==> src/design/s2i_pkg.sv <==
// ---------------------------------------------------------------------------
// s2i_pkg
// Types and constants shared by the string to integer parser.
// ---------------------------------------------------------------------------
package s2i_pkg;

  localparam int VALUE_BITS_DEF = 32;
  localparam int MAX_LEN_DEF    = 256;

  localparam int VALUE_W = 32;
  localparam int STATUS_W = 2;
  localparam int END_W    = 9;
  localparam int RADIX_W  = 6;
  localparam int PADDR_W  = 2;
  localparam int PDATA_W  = 32;

  localparam logic [RADIX_W-1:0] RADIX_RESET = 6'd10;
  localparam logic [PADDR_W-1:0] RADIX_ADDR  = 2'd0;

  localparam logic [STATUS_W-1:0] ST_OK  = 2'd0;
  localparam logic [STATUS_W-1:0] ST_OVF = 2'd1;
  localparam logic [STATUS_W-1:0] ST_BAD = 2'd2;

  typedef struct packed {
    logic [7:0] ch;
    logic       last;
  } in_item_t;

  typedef struct packed {
    logic signed [VALUE_W-1:0] value;
    logic [STATUS_W-1:0]       status;
    logic [END_W-1:0]          end_index;
  } out_item_t;

endpackage

==> src/design/s2i_parse_core.sv <==
// ---------------------------------------------------------------------------
// s2i_parse_core
// Per-character parse state and the combinational step that updates it.
// ---------------------------------------------------------------------------
module s2i_parse_core #(
  parameter int VALUE_BITS = s2i_pkg::VALUE_BITS_DEF,
  parameter int MAX_LEN    = s2i_pkg::MAX_LEN_DEF
) (
  input  logic                            clk,
  input  logic                            rst_n,
  input  logic                            step_en,
  input  s2i_pkg::in_item_t               item,
  input  logic [s2i_pkg::RADIX_W-1:0]     radix,
  output s2i_pkg::out_item_t              res
);

  localparam int CI_W = $clog2(MAX_LEN + 1);
  localparam int MW   = VALUE_BITS + 7;
  localparam int VW   = s2i_pkg::VALUE_W;
  localparam int EW   = s2i_pkg::END_W;
  localparam int RW   = s2i_pkg::RADIX_W;

  localparam logic [2:0] PH_SPACE     = 3'd0;
  localparam logic [2:0] PH_PREFIX    = 3'd1;
  localparam logic [2:0] PH_ZERO_AUTO = 3'd2;
  localparam logic [2:0] PH_ZERO_HEX  = 3'd3;
  localparam logic [2:0] PH_DIGITS    = 3'd4;
  localparam logic [2:0] PH_DONE      = 3'd5;

  localparam logic [7:0] CH_SPACE = 8'h20;
  localparam logic [7:0] CH_TAB   = 8'h09;
  localparam logic [7:0] CH_CR    = 8'h0d;
  localparam logic [7:0] CH_PLUS  = 8'h2b;
  localparam logic [7:0] CH_MINUS = 8'h2d;
  localparam logic [7:0] CH_0     = 8'h30;
  localparam logic [7:0] CH_9     = 8'h39;
  localparam logic [7:0] CH_UA    = 8'h41;
  localparam logic [7:0] CH_UZ    = 8'h5a;
  localparam logic [7:0] CH_LA    = 8'h61;
  localparam logic [7:0] CH_LZ    = 8'h7a;
  localparam logic [7:0] CH_UX    = 8'h58;
  localparam logic [7:0] CH_LX    = 8'h78;

  localparam logic [RW-1:0] BASE_AUTO = 6'd0;
  localparam logic [RW-1:0] BASE_MIN  = 6'd2;
  localparam logic [RW-1:0] BASE_OCT  = 6'd8;
  localparam logic [RW-1:0] BASE_DEC  = 6'd10;
  localparam logic [RW-1:0] BASE_HEX  = 6'd16;
  localparam logic [RW-1:0] BASE_MAX  = 6'd36;

  localparam logic [VALUE_BITS-1:0] POS_LIM = {1'b0, {(VALUE_BITS-1){1'b1}}};
  localparam logic [VALUE_BITS-1:0] NEG_LIM = {1'b1, {(VALUE_BITS-1){1'b0}}};

  logic [2:0]            phase_r, phase_nxt;
  logic                  neg_r, neg_nxt;
  logic [RW-1:0]         base_r, base_nxt;
  logic [VALUE_BITS-1:0] acc_r, acc_nxt;
  logic                  ovf_r, ovf_nxt;
  logic                  any_r, any_nxt;
  logic [CI_W-1:0]       ci_r, ci_nxt;
  logic [CI_W-1:0]       stop_r, stop_nxt;

  logic [RW-1:0]         base_eff;
  logic                  is_white, is_x, is_zero;
  logic [5:0]            dig;
  logic                  dig_ok;
  logic                  do_prefix, take, zero_dig, bad_take;
  logic [MW-1:0]         mac, lim;

  logic [2:0]            phase_fin;
  logic                  any_fin;
  logic [CI_W-1:0]       stop_fin;
  logic                  bad_stat;
  logic signed [VALUE_BITS-1:0] sval;

  // Character classes and digit value.
  always_comb begin
    is_white = (item.ch == CH_SPACE) || (item.ch >= CH_TAB && item.ch <= CH_CR);
    is_x     = (item.ch == CH_LX) || (item.ch == CH_UX);
    is_zero  = (item.ch == CH_0);
    dig_ok   = 1'b1;
    dig      = '0;
    if (item.ch >= CH_0 && item.ch <= CH_9) begin
      dig = 6'(item.ch - CH_0);
    end else if (item.ch >= CH_LA && item.ch <= CH_LZ) begin
      dig = 6'(item.ch - CH_LA + 8'd10);
    end else if (item.ch >= CH_UA && item.ch <= CH_UZ) begin
      dig = 6'(item.ch - CH_UA + 8'd10);
    end else begin
      dig_ok = 1'b0;
    end
  end

  // Radix is latched on the first character of a string.
  assign base_eff = (ci_r == '0) ? radix : base_r;

  // Phase transitions and the digit step.
  always_comb begin
    phase_nxt = phase_r;
    neg_nxt   = neg_r;
    base_nxt  = base_eff;
    acc_nxt   = acc_r;
    ovf_nxt   = ovf_r;
    stop_nxt  = stop_r;
    do_prefix = 1'b0;
    take      = 1'b0;
    zero_dig  = 1'b0;

    unique case (phase_r)
      PH_SPACE: begin
        if (!is_white) begin
          if (item.ch == CH_PLUS || item.ch == CH_MINUS) begin
            neg_nxt   = (item.ch == CH_MINUS);
            phase_nxt = PH_PREFIX;
          end else begin
            do_prefix = 1'b1;
          end
        end
      end
      PH_PREFIX: begin
        do_prefix = 1'b1;
      end
      PH_ZERO_AUTO: begin
        phase_nxt = PH_DIGITS;
        if (is_x) begin
          base_nxt = BASE_HEX;
        end else begin
          base_nxt = BASE_OCT;
          take     = 1'b1;
        end
      end
      PH_ZERO_HEX: begin
        phase_nxt = PH_DIGITS;
        if (!is_x) begin
          zero_dig = 1'b1;
          take     = 1'b1;
        end
      end
      PH_DIGITS: begin
        take = 1'b1;
      end
      default: begin
      end
    endcase

    if (do_prefix) begin
      if (base_eff == BASE_AUTO && is_zero) begin
        phase_nxt = PH_ZERO_AUTO;
      end else if (base_eff == BASE_HEX && is_zero) begin
        phase_nxt = PH_ZERO_HEX;
      end else begin
        if (base_eff == BASE_AUTO) begin
          base_nxt = BASE_DEC;
        end
        phase_nxt = PH_DIGITS;
        take      = 1'b1;
      end
    end

    // Pending hex zero counts as a digit before the next character.
    any_nxt  = any_r | zero_dig;
    bad_take = (base_nxt < BASE_MIN) || (base_nxt > BASE_MAX) || !dig_ok ||
               (dig >= base_nxt);
    mac      = MW'(acc_r) * MW'(base_nxt) + MW'(dig);
    lim      = MW'(POS_LIM) + MW'(neg_nxt);

    if (take) begin
      if (bad_take) begin
        stop_nxt  = ci_r;
        phase_nxt = PH_DONE;
      end else begin
        any_nxt = 1'b1;
        if (!ovf_r) begin
          if (mac > lim) begin
            ovf_nxt = 1'b1;
          end else begin
            acc_nxt = mac[VALUE_BITS-1:0];
          end
        end
      end
    end

    ci_nxt = (ci_r < CI_W'(MAX_LEN)) ? ci_r + 1'b1 : ci_r;
  end

  // Result for a string that ends on this character.
  always_comb begin
    phase_fin = phase_nxt;
    any_fin   = any_nxt;
    if (phase_nxt == PH_ZERO_HEX) begin
      phase_fin = PH_DIGITS;
      any_fin   = 1'b1;
    end
    stop_fin = (phase_fin != PH_DONE) ? ci_nxt : stop_nxt;
    bad_stat = (radix != BASE_AUTO) &&
               ((base_nxt < BASE_MIN) || (base_nxt > BASE_MAX));

    if (ovf_nxt) begin
      sval = neg_nxt ? NEG_LIM : POS_LIM;
    end else begin
      sval = neg_nxt ? VALUE_BITS'(-acc_nxt) : acc_nxt;
    end

    if (bad_stat) begin
      res.value     = '0;
      res.status    = s2i_pkg::ST_BAD;
      res.end_index = '0;
    end else begin
      res.value     = VW'(sval);
      res.status    = ovf_nxt ? s2i_pkg::ST_OVF : s2i_pkg::ST_OK;
      res.end_index = any_fin ? EW'(stop_fin) : '0;
    end
  end

  // Advance on each accepted item; clear after the last one.
  always_ff @(posedge clk) begin
    if (!rst_n || (step_en && item.last)) begin
      phase_r <= PH_SPACE;
      neg_r   <= 1'b0;
      base_r  <= '0;
      acc_r   <= '0;
      ovf_r   <= 1'b0;
      any_r   <= 1'b0;
      ci_r    <= '0;
      stop_r  <= '0;
    end else if (step_en) begin
      phase_r <= phase_nxt;
      neg_r   <= neg_nxt;
      base_r  <= base_nxt;
      acc_r   <= acc_nxt;
      ovf_r   <= ovf_nxt;
      any_r   <= any_nxt;
      ci_r    <= ci_nxt;
      stop_r  <= stop_nxt;
    end
  end

endmodule

==> src/design/string_to_signed_integer_parser_top.sv <==
// ---------------------------------------------------------------------------
// string_to_signed_integer_parser_top
// Streaming strtol-style parser: one character in per item, one result out.
// ---------------------------------------------------------------------------
// Usage
//   Input channel (in_valid/in_ready/in_item) carries one character per item,
//   with in_item.last marking the final character of a string. Whitespace,
//   sign and radix prefix are handled as the characters stream past.
//   Result channel (out_valid/out_ready/out_item) carries one item per string:
//   signed value, status (ok, overflow saturated, bad radix) and stop index.
//   APB port holds the radix register at byte address 0 (reset value 10,
//   0 selects auto-detect); pready is tied high, so every access takes the
//   usual setup and access cycles. The radix is sampled on the first
//   character of each string.
// Timing
//   One item is accepted every cycle while in_ready is high. Each character
//   goes through a single multiply-add by the radix and a limit compare,
//   written straight into the parse state; a last character's result is
//   registered in the output register, or in the skid entry while it stalls.
// Reset and stalls
//   Reset clears the parse state and the result queue and sets radix to 10.
//   A two-entry result queue lets input keep flowing while one result waits;
//   in_ready drops for as long as both entries are full, whatever out_ready
//   does in that cycle, and rises the cycle after the output item is taken.
// ---------------------------------------------------------------------------
module string_to_signed_integer_parser_top #(
  parameter int VALUE_BITS = s2i_pkg::VALUE_BITS_DEF,
  parameter int MAX_LEN    = s2i_pkg::MAX_LEN_DEF
) (
  input  logic                          clk,
  input  logic                          rst_n,
  input  logic                          in_valid,
  output logic                          in_ready,
  input  s2i_pkg::in_item_t             in_item,
  output logic                          out_valid,
  input  logic                          out_ready,
  output s2i_pkg::out_item_t            out_item,
  input  logic                          psel,
  input  logic                          penable,
  input  logic                          pwrite,
  input  logic [s2i_pkg::PADDR_W-1:0]   paddr,
  input  logic [s2i_pkg::PDATA_W-1:0]   pwdata,
  output logic [s2i_pkg::PDATA_W-1:0]   prdata,
  output logic                          pready
);

  localparam int DW = s2i_pkg::PDATA_W;

  logic [s2i_pkg::RADIX_W-1:0] radix_r;
  logic                        cfg_wr;

  logic                        in_fire;
  logic                        push, pop;
  s2i_pkg::out_item_t          res;

  logic                        out_v_r, out_v_nxt;
  logic                        skid_v_r, skid_v_nxt;
  s2i_pkg::out_item_t          out_item_r, skid_item_r;
  logic                        load_out, load_skid, out_from_skid;

  // Configuration: single register, written at the access phase.
  assign pready = 1'b1;
  assign cfg_wr = psel && penable && pwrite && pready &&
                  (paddr == s2i_pkg::RADIX_ADDR);
  assign prdata = (paddr == s2i_pkg::RADIX_ADDR) ? DW'(radix_r) : '0;

  // Accept whenever the skid entry is free.
  assign in_ready = !skid_v_r;
  assign in_fire  = in_valid && in_ready;

  s2i_parse_core #(
    .VALUE_BITS (VALUE_BITS),
    .MAX_LEN    (MAX_LEN)
  ) u_core (
    .clk     (clk),
    .rst_n   (rst_n),
    .step_en (in_fire),
    .item    (in_item),
    .radix   (radix_r),
    .res     (res)
  );

  // Result queue: output register in front, skid entry behind it.
  assign push = in_fire && in_item.last;
  assign pop  = out_v_r && out_ready;

  always_comb begin
    out_v_nxt     = out_v_r;
    skid_v_nxt    = skid_v_r;
    load_out      = 1'b0;
    load_skid     = 1'b0;
    out_from_skid = 1'b0;
    if (skid_v_r) begin
      // Both full: no push possible; refill from skid on a take.
      if (pop) begin
        out_from_skid = 1'b1;
        skid_v_nxt    = 1'b0;
      end
    end else if (out_v_r) begin
      if (push && pop) begin
        load_out = 1'b1;
      end else if (push) begin
        load_skid  = 1'b1;
        skid_v_nxt = 1'b1;
      end else if (pop) begin
        out_v_nxt = 1'b0;
      end
    end else if (push) begin
      load_out  = 1'b1;
      out_v_nxt = 1'b1;
    end
  end

  always_ff @(posedge clk) begin
    if (!rst_n) begin
      radix_r  <= s2i_pkg::RADIX_RESET;
      out_v_r  <= 1'b0;
      skid_v_r <= 1'b0;
    end else begin
      if (cfg_wr) begin
        radix_r <= pwdata[s2i_pkg::RADIX_W-1:0];
      end
      out_v_r  <= out_v_nxt;
      skid_v_r <= skid_v_nxt;
    end
  end

  // Payload holds unless loaded.
  always_ff @(posedge clk) begin
    if (load_out) begin
      out_item_r <= res;
    end else if (out_from_skid) begin
      out_item_r <= skid_item_r;
    end
    if (load_skid) begin
      skid_item_r <= res;
    end
  end

  assign out_valid = out_v_r;
  assign out_item  = out_item_r;

endmodule

==> config.mk <==
export PLATFORM = sky130hd
export DESIGN_NAME = string_to_signed_integer_parser_top
export DESIGN_NICKNAME = d
export VERILOG_FILES = /design/src/design/s2i_pkg.sv /design/src/design/s2i_parse_core.sv /design/src/design/string_to_signed_integer_parser_top.sv
export SDC_FILE = /design/constraint.sdc
export NUM_CORES = 1
export LEC_CHECK = 0
export BUFFER_PORTS_ARGS = -buffer_cell sky130_fd_sc_hd__buf_2
export CORE_MARGIN = 2
export CORE_UTILIZATION = 56
export DETAILED_ROUTE_END_ITERATION = 12
export PLACE_DENSITY = 0.84
export SETUP_SLACK_MARGIN = 0.1
export SLEW_MARGIN = 20
export SYNTH_ARGS = -nofsm -noshare
export SYNTH_HDL_FRONTEND = slang
export SYNTH_SLANG_ARGS = --single-unit
==> constraint.sdc <==
create_clock -name clk -period 10.8 [get_ports clk]
set_clock_uncertainty 0.1 [all_clocks]
set_input_delay 1.08 -clock clk [delete_from_list [all_inputs] [get_ports clk]]
set_output_delay 1.08 -clock clk [all_outputs]
set_load 0.01 [all_outputs]
=== Word level (Yosys, flattened, before mapping) ===
Index checks and enable logic that the tools add are counted.

* Register bits: 156
* Bits of input ports: 50
* Output and inout bits: 78
* Word-level logic and storage cells: 157

* Add/sub/neg operators: 9
* $mul: 1
* $lt $le $gt $ge: 13
* Equality and inequality tests: 13
* Multiplexer cells: 72
* Bitwise gates (word level): 1
* Reduce and logical (&&, ||, !) cells: 31

{| class="wikitable"
|+ Operators by type and width
! kind !! number
|-
| 2-to-1 mux 32 bit || 7
|-
| 2-to-1 mux 43 bit || 3
|-
| 2-to-1 mux 6 bit || 10
|-
| 2-to-1 mux 9 bit || 5
|-
| adder 38 x 6 -> 39 bit || 1
|-
| > comparator 39 bit || 1
|-
| multiplier 32 x 6 -> 38 bit || 1
|-
| 2-to-1 mux 1 bit || 35
|-
| adder 31 x 1 -> 32 bit, first input constant || 1
|-
| == test 8 x 6 -> 1 bit, second input constant || 4
|-
| negation 32 bit || 1
|-
| 2-to-1 mux 3 bit || 8
|-
| == test 8 x 7 -> 1 bit, second input constant || 2
|-
| >= comparator 8 x 7 -> 1 bit, second input constant || 2
|-
| less-or-equal comparator 8 x 7 -> 1 bit, second input constant || 2
|-
| logical AND 1 bit || 14
|-
| adder 6 x 4 -> 6 bit, second input constant || 2
|-
| subtractor 6 bit, second input constant || 2
|-
| adder 9 x 1 -> 9 bit, second input constant || 1
|-
| == test 3 x 2 -> 1 bit, second input constant || 3
|-
| logical NOT 9 bit || 1
|-
| < comparator 9 bit, second input constant || 1
|-
| >= comparator 8 x 4 -> 1 bit, second input constant || 1
|-
| >= comparator 8 x 6 -> 1 bit, second input constant || 1
|-
| other kinds (22) || 31
|}

=== Longest topological paths before layout ===
* Depth in word-level cells: 21
* Mapped depth: 41
* Depth with buffers taken out: 38

=== Modules after synthesis ===
From an unflattened synthesis, not the netlist that was laid out.

* Cells, all modules: 1934
* Area total of the unflattened synthesis: 17292.8 µm²

{| class="wikitable"
|+ Modules (own cells, without submodules)
! module !! times used !! cells an instance !! area each (µm²) !! sequential area each (µm²)
|-
| s2i_parse_core || 1 || 1722 || 13553.0 || 1241.2
|-
| string_to_signed_integer_parser_top || 1 || 212 || 3739.8 || 2742.6
|}

=== Worst setup path after synthesis ===
Ideal clock, no wire load.

* Path type: input-to-reg
* From: input port in_item[5] (netlist bit)
* To: register out_item_r (netlist bit out_item[22]) (data pin)
* Library setup time: 0.260 ns
* Arrival: 9.710 ns
* Required time: 10.440 ns
* Path slack: 0.730 ns
* Cell stages on the path: 37
* Buffers on the path: 2
* Cell sequence: inv_1 -> ha_1 -> nor3b_1 -> a311oi_1 -> o211ai_1 -> a211o_1 -> o211ai_1 -> clkbuf_1 -> nand2_1 -> fa_1 -> fa_1 -> inv_1 -> fa_1 -> inv_1 -> fa_1 -> inv_1 -> ha_1 -> nand2_2 -> o31a_4 -> a211oi_2 -> o211ai_1 -> and2_1 -> o31ai_1 -> xor2_1 -> ha_1 -> a21oi_1 -> a211oi_1 -> o31ai_1 -> a31oi_1 -> nor3b_1 -> nand4_2 -> or3_1 -> buf_6 -> mux2i_1 -> a211oi_1 -> nor3_2 -> mux2_2

{| class="wikitable"
|+ RTL lines
! item !! line !! source
|-
| start: declaration || string_to_signed_integer_parser_top.sv:34 || <nowiki>input s2i_pkg::in_item_t in_item,</nowiki>
|-
| end signal: assignment || string_to_signed_integer_parser_top.sv:131 || <nowiki>out_item_r <= res;</nowiki>
|-
| end signal: assignment || string_to_signed_integer_parser_top.sv:133 || <nowiki>out_item_r <= skid_item_r;</nowiki>
|-
| end: declaration || string_to_signed_integer_parser_top.sv:58 || <nowiki>s2i_pkg::out_item_t out_item_r, skid_item_r;</nowiki>
|}

=== Worst setup path after layout ===
* From: input port in_item[5] (netlist bit)
* To: register out_item_r (netlist bit out_item[15]) (data pin)

* Longest elaborated chain between the ends: 20
* Elaborated cells between the ends (all ways): 77
* Those cells by class: add/sub (8); mul (1); order compare (12); eq/ne (6); mux (36); reduce/logical (14)

{| class="wikitable"
|+ RTL lines
! item !! line !! source
|-
| branches (longest 18 deep; another with adder 38 x 6 -> 39 bit) || n/a ||
|-
| 2-to-1 mux 43 bit * || s2i_parse_core.sv:204 || <nowiki>if (bad_stat) begin</nowiki>
|-
| 2-to-1 mux 43 bit * || string_to_signed_integer_parser_top.sv:130 || <nowiki>if (load_out) begin</nowiki>
|}

Every way passes the cells marked *.
A chain may end at the register's enable or synchronous reset.

==> results.sh <==
export IMPL_cts_hold_buf=0
export IMPL_ys_ff_latch=156
export IMPL_diodes=0
export IMPL_die_x_um=179.2
export IMPL_swShare_pct=32.05
export IMPL_synth_compound_area_share_pct=16.06
export IMPL_slowest_stage="fa_1"
export IMPL_synthAdderAreaFrac_pct=24.33
export IMPL_final_layout_size_suffix_gt1_share_pct=12.56
export IMPL_worst_slack_ps=590.0
export IMPL_power_leakage_nw=8.543
export IMPL_cp_required_ps=10850
export IMPL_drt_iter0_drc=1528
export IMPL_clkSinkCount=156
export IMPL_crit_start="in_item[5]"
export IMPL_clockBufferDepth=2
export IMPL_power_density_mw_per_mm2=87.99
export IMPL_synth_area_mm2=0.01720
export IMPL_grt_max_degree=63
export IMPL_syn_inst=1985
export IMPL_insertion_delay_ps=440
export IMPL_power_frac_comb_pct=22.3
export IMPL_setup_tns_final_ps=0
export IMPL_wl_per_cell_um=19.59
export IMPL_grt_pass1_wl_um=76580
export IMPL_post_dp_cell_area_mm2=0.01810
export IMPL_dp_hpwl_um=34850
export IMPL_ys_flop_type="edfxtp_1"
export IMPL_portBuffers=74
export IMPL_rsz0062_at_grt="false"
export IMPL_synth_xor_area_share_pct=2.139
export IMPL_yosys_mux_area_fraction_pct=4.700
export IMPL_critical_path_max_fanout=13
export IMPL_reg2reg_slack_ps=620
export IMPL_start_util_pct=56.51
export IMPL_worstHoldStart="u_core.base_r[5]$_SDFFE_PP0P_"
export IMPL_async_flop_share_pct=0
export IMPL_antenna_found_initial=0
export IMPL_drt_first_pass_iters=6
export IMPL_hold_viol=0
export IMPL_ant_nets=0
export IMPL_critPathKind="in2reg"
export IMPL_slew_headroom_pct=29.57
export IMPL_dp_slack_ps=95.60
export IMPL_yosys_top_cells_area="edfxtp_1, fa_1, ha_1"
export IMPL_slew_violations=0
export IMPL_hold_worst_slack_ps=384.3
export IMPL_clock_power_share_pct=38.1
export IMPL_ys_seq_area_share_pct=23.17
export IMPL_routabilityCongestion=0.9408
export IMPL_tightest_slew_ps=1055
export IMPL_syn_mean_instance_area_um2=8.663
export IMPL_nNetsFinal=2343
export IMPL_crit_path_max_incr_delay_ps=520
export IMPL_grt_usage_pct=29.82
export IMPL_grt_pass1_vias=15570
export IMPL_ys_warn_count=0
export IMPL_vdd_drop_max_mv=0.1359
export IMPL_fmax_ghz=0.09794
export IMPL_maxCapViolCount=0
export IMPL_die_area_mm2=0.03213
export IMPL_run_status="completed"
export IMPL_crit_path_end_kind="flip-flop"
export IMPL_htreeDepth=4
export IMPL_final_cells=2442
export IMPL_period_needed_ps=10210
export IMPL_vias_per_cell=6.412
export IMPL_drt_total_wl_um=47830
export IMPL_vias=15660
export IMPL_pin_count=128
export IMPL_worstSetupStartpointType="primary input"
export IMPL_p_int_mw=1.121
export IMPL_drcViolationCount=0
export IMPL_cts_buffers=17
export IMPL_synth_edf_count=86
export IMPL_reg2reg_to="out_item[15]$_DFFE_PP_"
export IMPL_fp_dieH_um=179.2
export IMPL_overflow=0
export IMPL_crit_arrival_ps=10260
export IMPL_num_rows=64
export IMPL_design_area_mm2=0.01875
export IMPL_fp_coreArea_mm2=0.03043
export IMPL_ys_types=103
export IMPL_r2r_cells=37
export IMPL_hold_depth=2
export IMPL_dp_cells=2409
export IMPL_r2r_start="u_core.ci_r[0]$_SDFFE_PP0P_"
export IMPL_synth_largest_area_cell="edfxtp_1"
export IMPL_hold_end="u_core.base_r[5]$_SDFFE_PP0P_"
export IMPL_p_seq_share_pct=39.6
export IMPL_synth_top_area_share_pct=15.02
export IMPL_cts_tree="done"
export IMPL_clk_pin_slew_worst_paths_ps=70
export IMPL_synth_top_family_by_area="adder cells"
export IMPL_min_path_type="reg2reg"
export IMPL_synth_simple_area_share_pct=23.35
export IMPL_power_switching_uw=528.9
export IMPL_syn_to_final_growth_pct=9.058
export IMPL_cts_root_buf="clkbuf_16"
export IMPL_fin_crit_sh_pct=94.54
export IMPL_setup_viol=0
## metal layers
layer / vias up / GRT usage (%) / routed length, um
met5: - / 0 / 0
met3: 212 / 4.347 / 3734
met4: 0 / 15.26 / 2495
met1: 7465 / 35.49 / 18320
met2: 923 / 52.26 / 23280
li1: 7058 / - / -
## metrics by stage
step,power (mW),util [%]
floorplan,0.9206,-
global placement,1.003,59.47
detailed placement,1.016,59.47
CTS,1.634,61.45
global route,1.706,61.63
finish,1.650,61.63
## layout by cell type, fill, tap and decap left out, types with 13 or more instances in the layout
cell       count
a31oi_1       22
mux2_2        20
nor4_1        17
nor2b_1       17
a21o_1        18
nand3_1       37
edfxtp_1      86
buf_4         63
o21ai_0       81
o211ai_1      13
nor2_1       118
ha_1         136
a211oi_1      18
or3_1         19
inv_1        107
xor2_1        21
nor3_1        52
o21ai_1       13
o21a_1        14
nand2_1      247
fa_1         124
dfxtp_1       70
and2_1       155
clkbuf_16     17
conb_1        27
buf_2         74
xnor2_1       21
a21oi_1      140
mux2i_1       54
nand4_1       19
## registers in the layout, summed over array words and instances, names as in the netlist, 3 cells and up
signal / cells
out_item: 43
radix_r: 6
skid_item_r: 43
u_core.acc_r: 32
u_core.base_r: 6
u_core.ci_r: 9
u_core.phase_r: 3
u_core.stop_r: 9
## power groups by stage
stage	clock network (mW)	logic, mW	registers [mW]
2_1_floorplan	0	0.255	0.666
3_3_place_gp	0	0.338	0.665
3_5_place_dp	0	0.350	0.666
4_1_cts	0.625	0.357	0.653
5_1_grt	0.653	0.398	0.655
6_report	0.628	0.368	0.654
## layout make-up
cell class,instances,area [um^2]
clock buffers,17,425.4
flip-flops and latches,156,3984
repair buffers,142,934.6
fillers,2481,11670
inverters,108,405.4
clock inverters,15,177.7
multi-input cells,1608,12330
well taps,396,495.5
## worst max-delay path, delay by kind of cell
kind	cells	cell delay [ps]
AO/OA/AOI/OAI	10	2190
XOR/XNOR	1	220
adder cells (fa/ha/maj)	7	2770
buffers and inverters	7	1210
multiplexers	1	400
AND/OR/NAND/NOR	12	2370
## cells in the mapped netlist (all sizes together), types with 7 or more instances
master,count
o2111ai,8
nand2b,11
and2,156
mux2i,56
a31oi,22
nor2,123
xnor2,21
fa,124
nand4,20
a21oi,142
mux2,22
or4,9
nor3,58
o21a,15
a211oi,22
o31ai,15
nand3,38
o21ai,94
buf,51
nor4,17
clkbuf,87
and3,12
a21o,18
o211ai,14
ha,136
a222oi,8
edfxtp,86
nor2b,18
inv,108
nand2,250
xor2,21
or2,8
a311oi,7
or3,19
nor3b,9
dfxtp,70
## worst max-delay path by stage
stage | to | slack, ps | cells after the start
6_report | out_item[15]$_DFFE_PP_ | 590 | 38
5_1_grt | out_item[12]$_DFFE_PP_ | 50 | 39
4_1_cts | out_item[15]$_DFFE_PP_ | 360 | 37
3_5_place_dp | out_item[15]$_DFFE_PP_ | 100 | 37
3_3_place_gp | out_item[42]$_DFFE_PP_ | 250 | 37
2_1_floorplan | out_item[22]$_DFFE_PP_ | 730 | 37
## cells by family after synthesis
family,Yosys count
AND/OR/NAND/NOR,779
other,2
multiplexers,78
flip-flops,156
XOR/XNOR,42
AO/OA/AOI/OAI,422
adder cells (fa/ha/maj),260
buffers and inverters,246
## repair_timing
| action | in CTS | in global routing |
|---|---|---|
| buffers inserted | 0 | 1 |
| gates resized for setup | 0 | 14 |
| endpoints found under the setup margin | 0 | 78 |
No activity file was read; power rests on OpenSTA's default activity.
